===== src/design/kline_frame_receiver_macros.svh =====
`ifndef KLINE_FRAME_RECEIVER_MACROS_SVH
`define KLINE_FRAME_RECEIVER_MACROS_SVH

// Same-cycle implication, checked outside reset.
`define KFR_ASSERT_NOW(lbl, clk, rst_n, ante, cons, msg) \
  lbl: assert property (@(posedge clk) disable iff (!(rst_n)) (ante) |-> (cons)) \
    else $error(msg);

// Next-cycle implication, checked outside reset.
`define KFR_ASSERT_NEXT(lbl, clk, rst_n, ante, cons, msg) \
  lbl: assert property (@(posedge clk) disable iff (!(rst_n)) (ante) |=> (cons)) \
    else $error(msg);

`endif


===== src/design/kfr_pkg.sv =====
package kfr_pkg;

  typedef enum logic [1:0] {
    CMD_START = 2'd0,
    CMD_BYTE  = 2'd1,
    CMD_TICK  = 2'd2
  } kfr_cmd_e;

  localparam logic [7:0] HDR_LEN_MASK = 8'h3F;
  localparam logic [7:0] HDR_EXTRA    = 8'd4;

  typedef struct packed {
    kfr_cmd_e    cmd;
    logic [7:0]  rx_byte;
    logic [7:0]  expected_length;
    logic        verify_frame;
    logic [15:0] ms_budget;
  } kfr_in_t;

  typedef struct packed {
    logic       byte_written;
    logic [7:0] stored_byte;
    logic [7:0] byte_index;
    logic       finished;
    logic       timed_out;
    logic       checksum_ok;
    logic [7:0] result_length;
  } kfr_out_t;

endpackage


===== src/design/kfr_in_stage.sv =====
module kfr_in_stage
  import kfr_pkg::*;
(
  input  logic    clk_i,
  input  logic    rst_ni,
  input  logic    in_valid_i,
  output logic    in_ready_o,
  input  kfr_in_t in_data_i,
  output logic    item_valid_o,
  input  logic    item_take_i,
  output kfr_in_t item_o
);

  logic    valid_q, valid_d;
  kfr_in_t data_q;
  logic    load;

  assign in_ready_o = !valid_q || item_take_i;
  assign load       = in_valid_i && in_ready_o;

  always_comb begin
    valid_d = valid_q;
    if (load) begin
      valid_d = 1'b1;
    end else if (item_take_i) begin
      valid_d = 1'b0;
    end
  end

  always_ff @(posedge clk_i or negedge rst_ni) begin
    if (!rst_ni) begin
      valid_q <= 1'b0;
    end else begin
      valid_q <= valid_d;
    end
  end

  always_ff @(posedge clk_i) begin
    if (load) begin
      data_q <= in_data_i;
    end
  end

  assign item_valid_o = valid_q;
  assign item_o       = data_q;

endmodule


===== src/design/kfr_core.sv =====
`include "kline_frame_receiver_macros.svh"

module kfr_core
  import kfr_pkg::*;
#(
  parameter int MAX_FRAME_BYTES = 255
) (
  input  logic     clk_i,
  input  logic     rst_ni,
  input  logic     item_valid_i,
  input  kfr_in_t  item_i,
  output logic     res_valid_o,
  output kfr_out_t res_o
);

  localparam logic [7:0] MaxTarget = 8'(MAX_FRAME_BYTES);

  function automatic logic [7:0] clip_target(input logic [7:0] n);
    clip_target = (n > MaxTarget) ? MaxTarget : n;
  endfunction

  logic        busy_q, busy_d;
  logic        length_known_q, length_known_d;
  logic [7:0]  target_q, target_d;
  logic [7:0]  count_q, count_d;
  logic [7:0]  sum_q, sum_d;
  logic [7:0]  latest_q, latest_d;
  logic [15:0] ms_q, ms_d;
  logic        verify_q, verify_d;

  logic [7:0]  count_inc;
  logic [7:0]  sum_inc;
  logic [7:0]  hdr_len;
  logic        ok_byte;
  logic        ok_tick;

  assign count_inc = count_q + 8'd1;
  assign sum_inc   = sum_q + item_i.rx_byte;
  assign hdr_len   = (item_i.rx_byte & HDR_LEN_MASK) + HDR_EXTRA;
  // Sum of earlier bytes equals the last byte.
  assign ok_byte   = (count_inc != 8'd0) && (sum_q == item_i.rx_byte);
  assign ok_tick   = (count_q != 8'd0) && ((sum_q - latest_q) == latest_q);

  always_comb begin
    busy_d         = busy_q;
    length_known_d = length_known_q;
    target_d       = target_q;
    count_d        = count_q;
    sum_d          = sum_q;
    latest_d       = latest_q;
    ms_d           = ms_q;
    verify_d       = verify_q;
    res_valid_o    = 1'b0;
    res_o          = '0;
    if (item_valid_i) begin
      unique case (item_i.cmd)
        CMD_START: begin
          busy_d         = 1'b1;
          length_known_d = item_i.expected_length != 8'd0;
          target_d       = clip_target(item_i.expected_length);
          count_d        = 8'd0;
          sum_d          = 8'd0;
          latest_d       = 8'd0;
          ms_d           = item_i.ms_budget;
          verify_d       = item_i.verify_frame;
        end
        CMD_BYTE: begin
          if (busy_q) begin
            res_valid_o        = 1'b1;
            res_o.byte_written = 1'b1;
            res_o.stored_byte  = item_i.rx_byte;
            res_o.byte_index   = count_q;
            latest_d           = item_i.rx_byte;
            sum_d              = sum_inc;
            count_d            = count_inc;
            if (!length_known_q) begin
              target_d       = clip_target(hdr_len);
              length_known_d = 1'b1;
            end else if (count_inc >= target_q) begin
              busy_d              = 1'b0;
              res_o.finished      = 1'b1;
              res_o.checksum_ok   = ok_byte;
              res_o.result_length = (verify_q && !ok_byte) ? 8'd0 : count_inc;
            end
          end
        end
        CMD_TICK: begin
          if (busy_q) begin
            if (ms_q <= 16'd1) begin
              ms_d                = 16'd0;
              busy_d              = 1'b0;
              res_valid_o         = 1'b1;
              res_o.finished      = 1'b1;
              res_o.timed_out     = 1'b1;
              res_o.checksum_ok   = ok_tick;
              res_o.result_length = (verify_q && !ok_tick) ? 8'd0 : count_q;
            end else begin
              ms_d = ms_q - 16'd1;
            end
          end
        end
        default: begin
          // unused code: drop
        end
      endcase
    end
  end

  always_ff @(posedge clk_i or negedge rst_ni) begin
    if (!rst_ni) begin
      busy_q         <= 1'b0;
      length_known_q <= 1'b0;
      target_q       <= 8'd0;
      count_q        <= 8'd0;
      sum_q          <= 8'd0;
      latest_q       <= 8'd0;
      ms_q           <= 16'd0;
      verify_q       <= 1'b0;
    end else begin
      busy_q         <= busy_d;
      length_known_q <= length_known_d;
      target_q       <= target_d;
      count_q        <= count_d;
      sum_q          <= sum_d;
      latest_q       <= latest_d;
      ms_q           <= ms_d;
      verify_q       <= verify_d;
    end
  end

  `KFR_ASSERT_NOW(a_res_needs_busy, clk_i, rst_ni, res_valid_o, busy_q, "result while idle")
  `KFR_ASSERT_NEXT(a_finish_idles, clk_i, rst_ni, res_valid_o && res_o.finished, !busy_q,
                   "still busy after finish")
  `KFR_ASSERT_NOW(a_timeout_shape, clk_i, rst_ni, res_o.timed_out,
                  res_o.finished && !res_o.byte_written, "bad timeout result")
  `KFR_ASSERT_NEXT(a_start_arms, clk_i, rst_ni, item_valid_i && (item_i.cmd == CMD_START),
                   busy_q && (count_q == 8'd0) && (sum_q == 8'd0), "start did not arm")

endmodule


===== src/design/kfr_out_stage.sv =====
module kfr_out_stage
  import kfr_pkg::*;
(
  input  logic     clk_i,
  input  logic     rst_ni,
  input  logic     res_valid_i,
  input  kfr_out_t res_i,
  output logic     stage_ready_o,
  output logic     out_valid_o,
  input  logic     out_ready_i,
  output kfr_out_t out_data_o
);

  logic     valid_q, valid_d;
  kfr_out_t data_q;
  logic     load;

  assign stage_ready_o = !valid_q || out_ready_i;
  assign load          = res_valid_i && stage_ready_o;

  always_comb begin
    valid_d = valid_q;
    if (load) begin
      valid_d = 1'b1;
    end else if (out_ready_i) begin
      valid_d = 1'b0;
    end
  end

  always_ff @(posedge clk_i or negedge rst_ni) begin
    if (!rst_ni) begin
      valid_q <= 1'b0;
    end else begin
      valid_q <= valid_d;
    end
  end

  always_ff @(posedge clk_i) begin
    if (load) begin
      data_q <= res_i;
    end
  end

  assign out_valid_o = valid_q;
  assign out_data_o  = data_q;

endmodule


===== src/design/kline_frame_receiver.sv =====
// K-line frame receiver with an 8-bit additive checksum. Send a start command to arm a
// receive with a millisecond timeout, an expected byte count (0 takes the count from the
// header byte: six low bits plus 4) and a verify flag. Each received byte while armed gives
// one result carrying the byte and its buffer index; the last byte, or a millisecond tick
// that exhausts the timeout, also carries the end status. Starts, unused codes, ticks that do not
// expire, and anything sent while idle give no result. The block takes one item per clock cycle
// while the result register is not stalled; an item passes from the input register to the result
// register, where its result is presented until it is taken. While a full result register
// is stalled, every item, even one that gives no result, waits in the input register, and
// input is held back once both registers are full.
module kline_frame_receiver
  import kfr_pkg::*;
#(
  parameter int MAX_FRAME_BYTES = 255
) (
  input  logic     clk_i,
  input  logic     rst_ni,
  input  logic     in_valid_i,
  output logic     in_ready_o,
  input  kfr_in_t  in_data_i,
  output logic     out_valid_o,
  input  logic     out_ready_i,
  output kfr_out_t out_data_o
);

  logic     item_valid;
  kfr_in_t  item;
  logic     stage_ready;
  logic     item_take;
  logic     res_valid;
  kfr_out_t res;

  // Advance an item only when the result register can take its result.
  assign item_take = item_valid && stage_ready;

  kfr_in_stage u_in_stage (
    .clk_i        (clk_i),
    .rst_ni       (rst_ni),
    .in_valid_i   (in_valid_i),
    .in_ready_o   (in_ready_o),
    .in_data_i    (in_data_i),
    .item_valid_o (item_valid),
    .item_take_i  (item_take),
    .item_o       (item)
  );

  kfr_core #(
    .MAX_FRAME_BYTES (MAX_FRAME_BYTES)
  ) u_core (
    .clk_i        (clk_i),
    .rst_ni       (rst_ni),
    .item_valid_i (item_take),
    .item_i       (item),
    .res_valid_o  (res_valid),
    .res_o        (res)
  );

  kfr_out_stage u_out_stage (
    .clk_i         (clk_i),
    .rst_ni        (rst_ni),
    .res_valid_i   (res_valid),
    .res_i         (res),
    .stage_ready_o (stage_ready),
    .out_valid_o   (out_valid_o),
    .out_ready_i   (out_ready_i),
    .out_data_o    (out_data_o)
  );

endmodule


===== config.mk =====
export PLATFORM = sky130hd
export DESIGN_NAME = kline_frame_receiver
export DESIGN_NICKNAME = d
export VERILOG_FILES = /design/src/design/kfr_pkg.sv /design/src/design/kfr_in_stage.sv /design/src/design/kfr_core.sv /design/src/design/kfr_out_stage.sv /design/src/design/kline_frame_receiver.sv
export VERILOG_INCLUDE_DIRS = /design/src /design/src/design
export SDC_FILE = /design/constraint.sdc
export NUM_CORES = 1
export LEC_CHECK = 0
export BUFFER_PORTS_ARGS = -buffer_cell sky130_fd_sc_hd__buf_2
export CAP_MARGIN = 20
export CELL_PAD_IN_SITES_DETAIL_PLACEMENT = 1
export CELL_PAD_IN_SITES_GLOBAL_PLACEMENT = 1
export CORE_MARGIN = 2
export CORE_UTILIZATION = 48
export CTS_BUF_LIST = sky130_fd_sc_hd__clkbuf_4
export DETAILED_ROUTE_END_ITERATION = 12
export PLACE_DENSITY_LB_ADDON = 0.1
export SLEW_MARGIN = 30
export SYNTH_ARGS = -nofsm -noshare
export SYNTH_HDL_FRONTEND = slang
export SYNTH_SLANG_ARGS = --single-unit

===== constraint.sdc =====
create_clock -name clk_i -period 4.03 [get_ports clk_i]
set_input_delay 0.2015 -clock clk_i [delete_from_list [all_inputs] [get_ports clk_i]]
set_output_delay 0.2015 -clock clk_i [all_outputs]
set_load 0.03 [all_outputs]

==> results of run 1 <==
[synth_stat cells (all sizes together), types with 10 or more instances]
| library cell | instances | area share |
|---|---|---|
| nor4 | 10 | 0.014 |
| o22ai | 10 | 0.011 |
| a22o | 20 | 0.030 |
| and2 | 10 | 0.011 |
| o21ai | 46 | 0.039 |
| ha | 31 | 0.065 |
| a21o | 13 | 0.016 |
| nand2 | 47 | 0.030 |
| edfxtp | 63 | 0.32 |
| nor2 | 30 | 0.019 |
| nand2b | 12 | 0.013 |
| a21oi | 16 | 0.014 |
| clkbuf | 14 | 0.0089 |
| inv | 54 | 0.034 |
| nand3 | 11 | 0.0093 |
| xnor2 | 16 | 0.024 |
| dfrtp | 52 | 0.22 |
[final cells by class]
class	count	area, um2	area share
Sequential cell	115	3193	0.4526
Multi-Input combinational cell	359	2455	0.3479
Timing Repair Buffer	115	793.3	0.1124
Clock buffer	28	210.2	0.02979
Inverter	54	202.7	0.02873
Tap cell	147	183.9	0.02607
Clock inverter	4	15.01	0.002128
Antenna cell	1	2.502	0.0003547
[per-stage QoR]
step                        util  setup slack [ps]
final                     0.5874             531.5
after global routing      0.5874             256.8
after CTS                 0.5872             548.0
after detailed placement  0.5351             590.1
after global placement    0.5351             749.9
after floorplan                -              1193
[per-layer routing]
layer	vias up	global-route usage	share of wire
met5	-	0	0
met4	0	0.1052	0.023
met3	27	0.04323	0.028
met2	93	0.4306	0.51
met1	2305	0.3190	0.44
li1	2215	-	-
[timing repair]
item | in CTS | in global routing
hold buffers | 40 | 0
hold endpoints to repair | 89 | 0
setup buffers | 0 | 0
[worst reg2reg max path: cells and delay by family (launching register included)]
kind                     cells  cell delay (ps)
AND/OR/NAND/NOR              4              720
multiplexers                 1              150
flip-flops                   1              560
AO/OA/AOI/OAI                4             1050
adder cells (fa/ha/maj)      2              590
buffers and inverters        1              170
[power by group]
part / switching (uW) / internal [uW] / total, uW / leakage [uW]
Combinational: 708 / 558 / 1270 / 0.00167
Sequential: 205 / 1420 / 1630 / 0.00128
Clock: 408 / 312 / 720 / 0.000135
[path summary, 6_finish.rpt]
check                                      start                        end
max in group asynchronous                 rst_ni             u_core.ms_q[9]
min reg2reg                u_in_stage.item_o[16]            u_core.verify_q
max                            u_core.count_q[0]  u_out_stage.out_data_o[0]
min                                       rst_ni             u_core.ms_q[5]
min in group clk_i                  in_data_i[2]       u_in_stage.item_o[2]
max reg2reg                    u_core.count_q[0]  u_out_stage.out_data_o[0]
[kinds of logic (layout without fill, tap and decap cells)]
| family | count (synthesis) | count (layout) | synth area share |
|---|---|---|---|
| flops | 115 | 115 | 0.5385 |
| fa+ha+maj | 33 | 33 | 0.07217 |
| buf+inv | 72 | 201 | 0.04748 |
| xor+xnor | 21 | 21 | 0.03102 |
| compound gates | 144 | 144 | 0.1637 |
| mux | 7 | 7 | 0.01203 |
| simple gates | 154 | 154 | 0.1350 |
| other cells | 0 | 1 | 0 |
[state kept, by name, summed over array words and instances (netlist names), 7 cells and up]
signal and flops:
u_core.ms_q 16, u_in_stage.item_o 35, u_core.target_q 8, u_core.latest_q 7, u_core.count_q 8, u_out_stage.out_data_o 28
u_core.sum_q 8
==> impl_results.md, run 1 <==
* Status: finished clean
* Final hold vios at 0
* Most frequent cells in the layout: 68 x buf_2, 63 x edfxtp_1, 54 x inv_1, 52 x dfrtp_1, 47 x nand2_1
* CORE AREA at 12010 um2
* Synthesized Nets at 618
* Layout cells sized above 1 at 0.1689
* DRC errors left at 0
* Crit path time final at 3498 ps
* #FFs+latches synth at 115
* Die footprint at 13260 um2
* Worst-path cell chain: ha_1 > nand3_1 > and2_1 > or2_2 > ha_1 > a21o_1 > a2111oi_0 > o21a_1 > nor4_1 > buf_4 > o21ai_0 > mux2i_1
* Total number of vias at 4640
* Number of distinct library cells after synthesis at 56
* Required @ worst endpoint at 4310 ps
* Sinks on Clock Net at 115
* Maximum number of pins on one net before global-route repair at 48
* RSZ-0062 raised after global routing: no
* Clock latency on the worst-skew pair at 540 ps
* R2r worst-path depth at 12
* Fill count at 1307
* Peak supply drop at 0.2635 mV
* Max stage delay on crit path at 560 ps
* Placed Instances at 750
* CP Max Fanout at 10
* Num ports at 69
* Vias per Instance at 5.638
* Final Cycle Share at 0.8681
* 1st-iter DRT viols at 171
* PwrDens at 511.9 nW/um2
* Syn Area/Cell at 10.86 um2
* Critical path buffer and inverter count at 1
* Routed WL at 15120 um
* Clock root cell: clkbuf_4
* Worst-path cell with the longest stage delay: dfrtp_1
* Number of global-route vias before repair at 5034
* Row count at 40
* WL/cell at 18.37 um
* Area delta synth->final at 18.99%
* Most common cell after layout, fill and taps aside: buf_2
* PostCTS Resize Cnt at 0
* Total Power at 3612 uW
* Number of flops mapped to enable cells by yosys at 63
* Num CTS Buffers at 17
* Initial Util at 0.4936
* Startpoint Class: flop
* Crit path kind: reg2reg
* R2r setup slk at 530 ps
* Setup TNS at 0 ps
* Post-route ant nets at 0
* Routability cong. at 0.8741
* Slew Limit Fails at 0
* PortBufs at 68
* Detailed placement HPWL at 10190 um
* Synthesis Warnings at 0
* Clock Tree Buf Depth at 2
* Design Area, Final at 7056 um2
* Mapped Area at 5929 um2
* Ys flop type: edfxtp_1
* CP top delay family: compound AO/OA/AOI/OAI gates
* Clk slew on worst S/H paths at 100 ps
* Asr flop ratio synth at 0.4522
* First-pass GRT wire length at 25640 um
* H-tree depth at 4
* Hold Crit Class: in2async
* Most used cell, CP: ha_1
* Initial antenna violation count at 1
* Post-Syn Instances at 546
* Final setup violation count at 0
* Initial DRT Pass Iterations at 4
* Die height at 115.1 um
* GRT Total Usage at 0.2524
* Crit path DAT at 3780 ps
* Sequential-to-total area share from yosys stat at 0.5385
* Hold_ws at 321.9 ps
* Fin Clk Skew at 16.59 ps
* Post-Layout Cell Count at 823
* Leakage at 0.003080 uW
* Chip width at 115.1 um
* Relative slew slack at 0.4265
* CTS tree: done
* Nets at 734
* Worst-margin pin slew at 860.2 ps
* CP Capture Type: flop
* Maximum clock rate at 285.8 MHz
* Grt total ovfl at 0
* Max Cap Violations at 0
* Post-DP Area at 6427 um2
* Worst path depth at 12
Note: power is estimated with default switching activity, not from simulation.
==> run 2, diff against run 1 <==
- CORE_UTILIZATION: 48 -> 45
- GPL_TIMING_DRIVEN: default -> 0
==> impl_results.md, run 2 (synthesis results as in run 1) <==
* Crit path kind: reg2reg
* Final hold vios at 0
* Flip-flop count of the largest register after layout at 35
* Num ports at 69
* Worst-margin pin slew at 771.1 ps
* Peak supply drop at 0.2591 mV
* CP Max Fanout at 7
* Hold Crit Class: in2async
* R2r startpoint: u_core.count_q[1]
* Chip width at 118.8 um
* Slew Limit Fails at 0
* Total number of vias at 4656
* Layout cells sized above 1 at 0.1633
* Final Cycle Share at 0.8899
* Post-route ant nets at 0
* Num CTS Buffers at 17
* Crit path DAT at 3970 ps
* Final setup violation count at 0
* 1st-iter DRT viols at 167
* Most common cell after layout, fill and taps aside: buf_2
* First-pass GRT wire length at 25010 um
* Routed WL at 15050 um
* Startpoint Class: flop
* Die footprint at 14110 um2
* Setup ws final at 443.8 ps
* GRT Total Usage at 0.2284
* CORE AREA at 12720 um2
* Maximum number of pins on one net before global-route repair at 53
* CP Capture Type: flop
* Status: finished clean
* Vias per Instance at 5.427
* R2r worst-path depth at 11
* Fin Clk Skew at 22.62 ps
* CTS tree: done
* Initial DRT Pass Iterations at 7
* Detailed placement HPWL at 10880 um
* Initial antenna violation count at 0
* Area delta synth->final at 20.36%
* Clock root cell: clkbuf_4
* Row count at 41
* Routability cong. at 0.8726
* Die height at 118.8 um
* H-tree depth at 4
* Leakage at 0.003087 uW
* Maximum clock rate at 278.9 MHz
* Clock Tree Buf Depth at 2
* Most frequent cells in the layout: 67 x buf_2, 63 x edfxtp_1, 53 x inv_1, 52 x dfrtp_1, 47 x nand2_1
* R2r setup slk at 440 ps
* Grt total ovfl at 0
* ANT cells at 0
* Sinks on Clock Net at 115
* Reg-to-Reg End: u_out_stage.out_data_o[3]
* PwrDens at 514.0 nW/um2
* PortBufs at 68
* Number of global-route vias before repair at 5158
* Post-CTS Setup Inserts at 0
* Clk slew on worst S/H paths at 110 ps
* WL/cell at 17.54 um
* RSZ-0062 raised after global routing: no
* Post-Place Setup Slack at 490.4 ps
* Required @ worst endpoint at 4420 ps
* Clock latency on the worst-skew pair at 570 ps
* Max Cap Violations at 0
* Nets at 745
* Setup TNS at 0 ps
* DRC errors left at 0
* Crit path time final at 3586 ps
* Relative slew slack at 0.4812
* Initial Util at 0.4661
-- run 2: power breakdown --
part	leakage, uW	internal, uW	total, uW	switching, uW
Clock	0.000142	334	759	424
Combinational	0.00167	568	1310	743
Sequential	0.00128	1420	1600	177
Total	0.00309	2320	3670	1340
-- run 2: through the flow --
step                      instances  cell area [um2]  hold slack [ps]  utilization  total power [uW]
after floorplan                 546             5929           -94.09            -              2527
after CTS                       858             7137            239.3       0.5610              3694
after global routing            858             7137            270.8       0.5610              3928
after detailed placement        787             6509            309.3       0.5116              2905
after global placement          786             6485            377.7       0.5097              2815
final                           858             7137            218.9       0.5610              3668
-- run 2: final cells by class --
cell class,instances,area (um2)
clock buffer,23,172.7
sequential,115,3193
clock inverter,9,65.06
tap,172,215.2
inverter,54,202.7
fill,1453,5585
buffer,18,78.83
multi-input combinational,359,2456
timing repair buffer,108,753.2
-- run 2: worst max-delay path, stage by stage (launching register included) --
cell	delay (ps)
dfrtp_1	490
ha_1	290
nand3_1	170
and2_1	230
or2_2	330
ha_1	300
a21o_1	100
a2111oi_0	90
o21a_1	150
nor4_1	600
o21ai_0	390
o22ai_1	280
-- run 2: metal layers --
metal,vias up,GRT usage,share of wire
met4,0,0.08259,0.021
met5,-,0,0
met1,2286,0.2520,0.40
met3,30,0.05647,0.038
li1,2244,-,-
met2,96,0.4221,0.54
-- run 2: worst max path at each step --
stage	startpoint	to	slack, ps	cells past startpoint
after floorplan	u_core.count_q[1]	u_out_stage.out_data_o[3]	1190	11
after global placement	u_core.count_q[1]	u_out_stage.out_data_o[3]	560	11
after detailed placement	u_core.count_q[1]	u_out_stage.out_data_o[3]	490	11
after CTS	u_core.count_q[1]	u_out_stage.out_data_o[3]	440	11
after global routing	u_core.count_q[1]	u_out_stage.out_data_o[3]	80	11
final	u_core.count_q[1]	u_out_stage.out_data_o[3]	440	11
-- run 2: what timing repair did --
| action | CTS | global route |
|---|---|---|
| gates resized for setup | 0 | 0 |
| setup endpoints to repair | 0 | 0 |
| hold endpoints to repair | 89 | 0 |
| hold buffers | 39 | 0 |
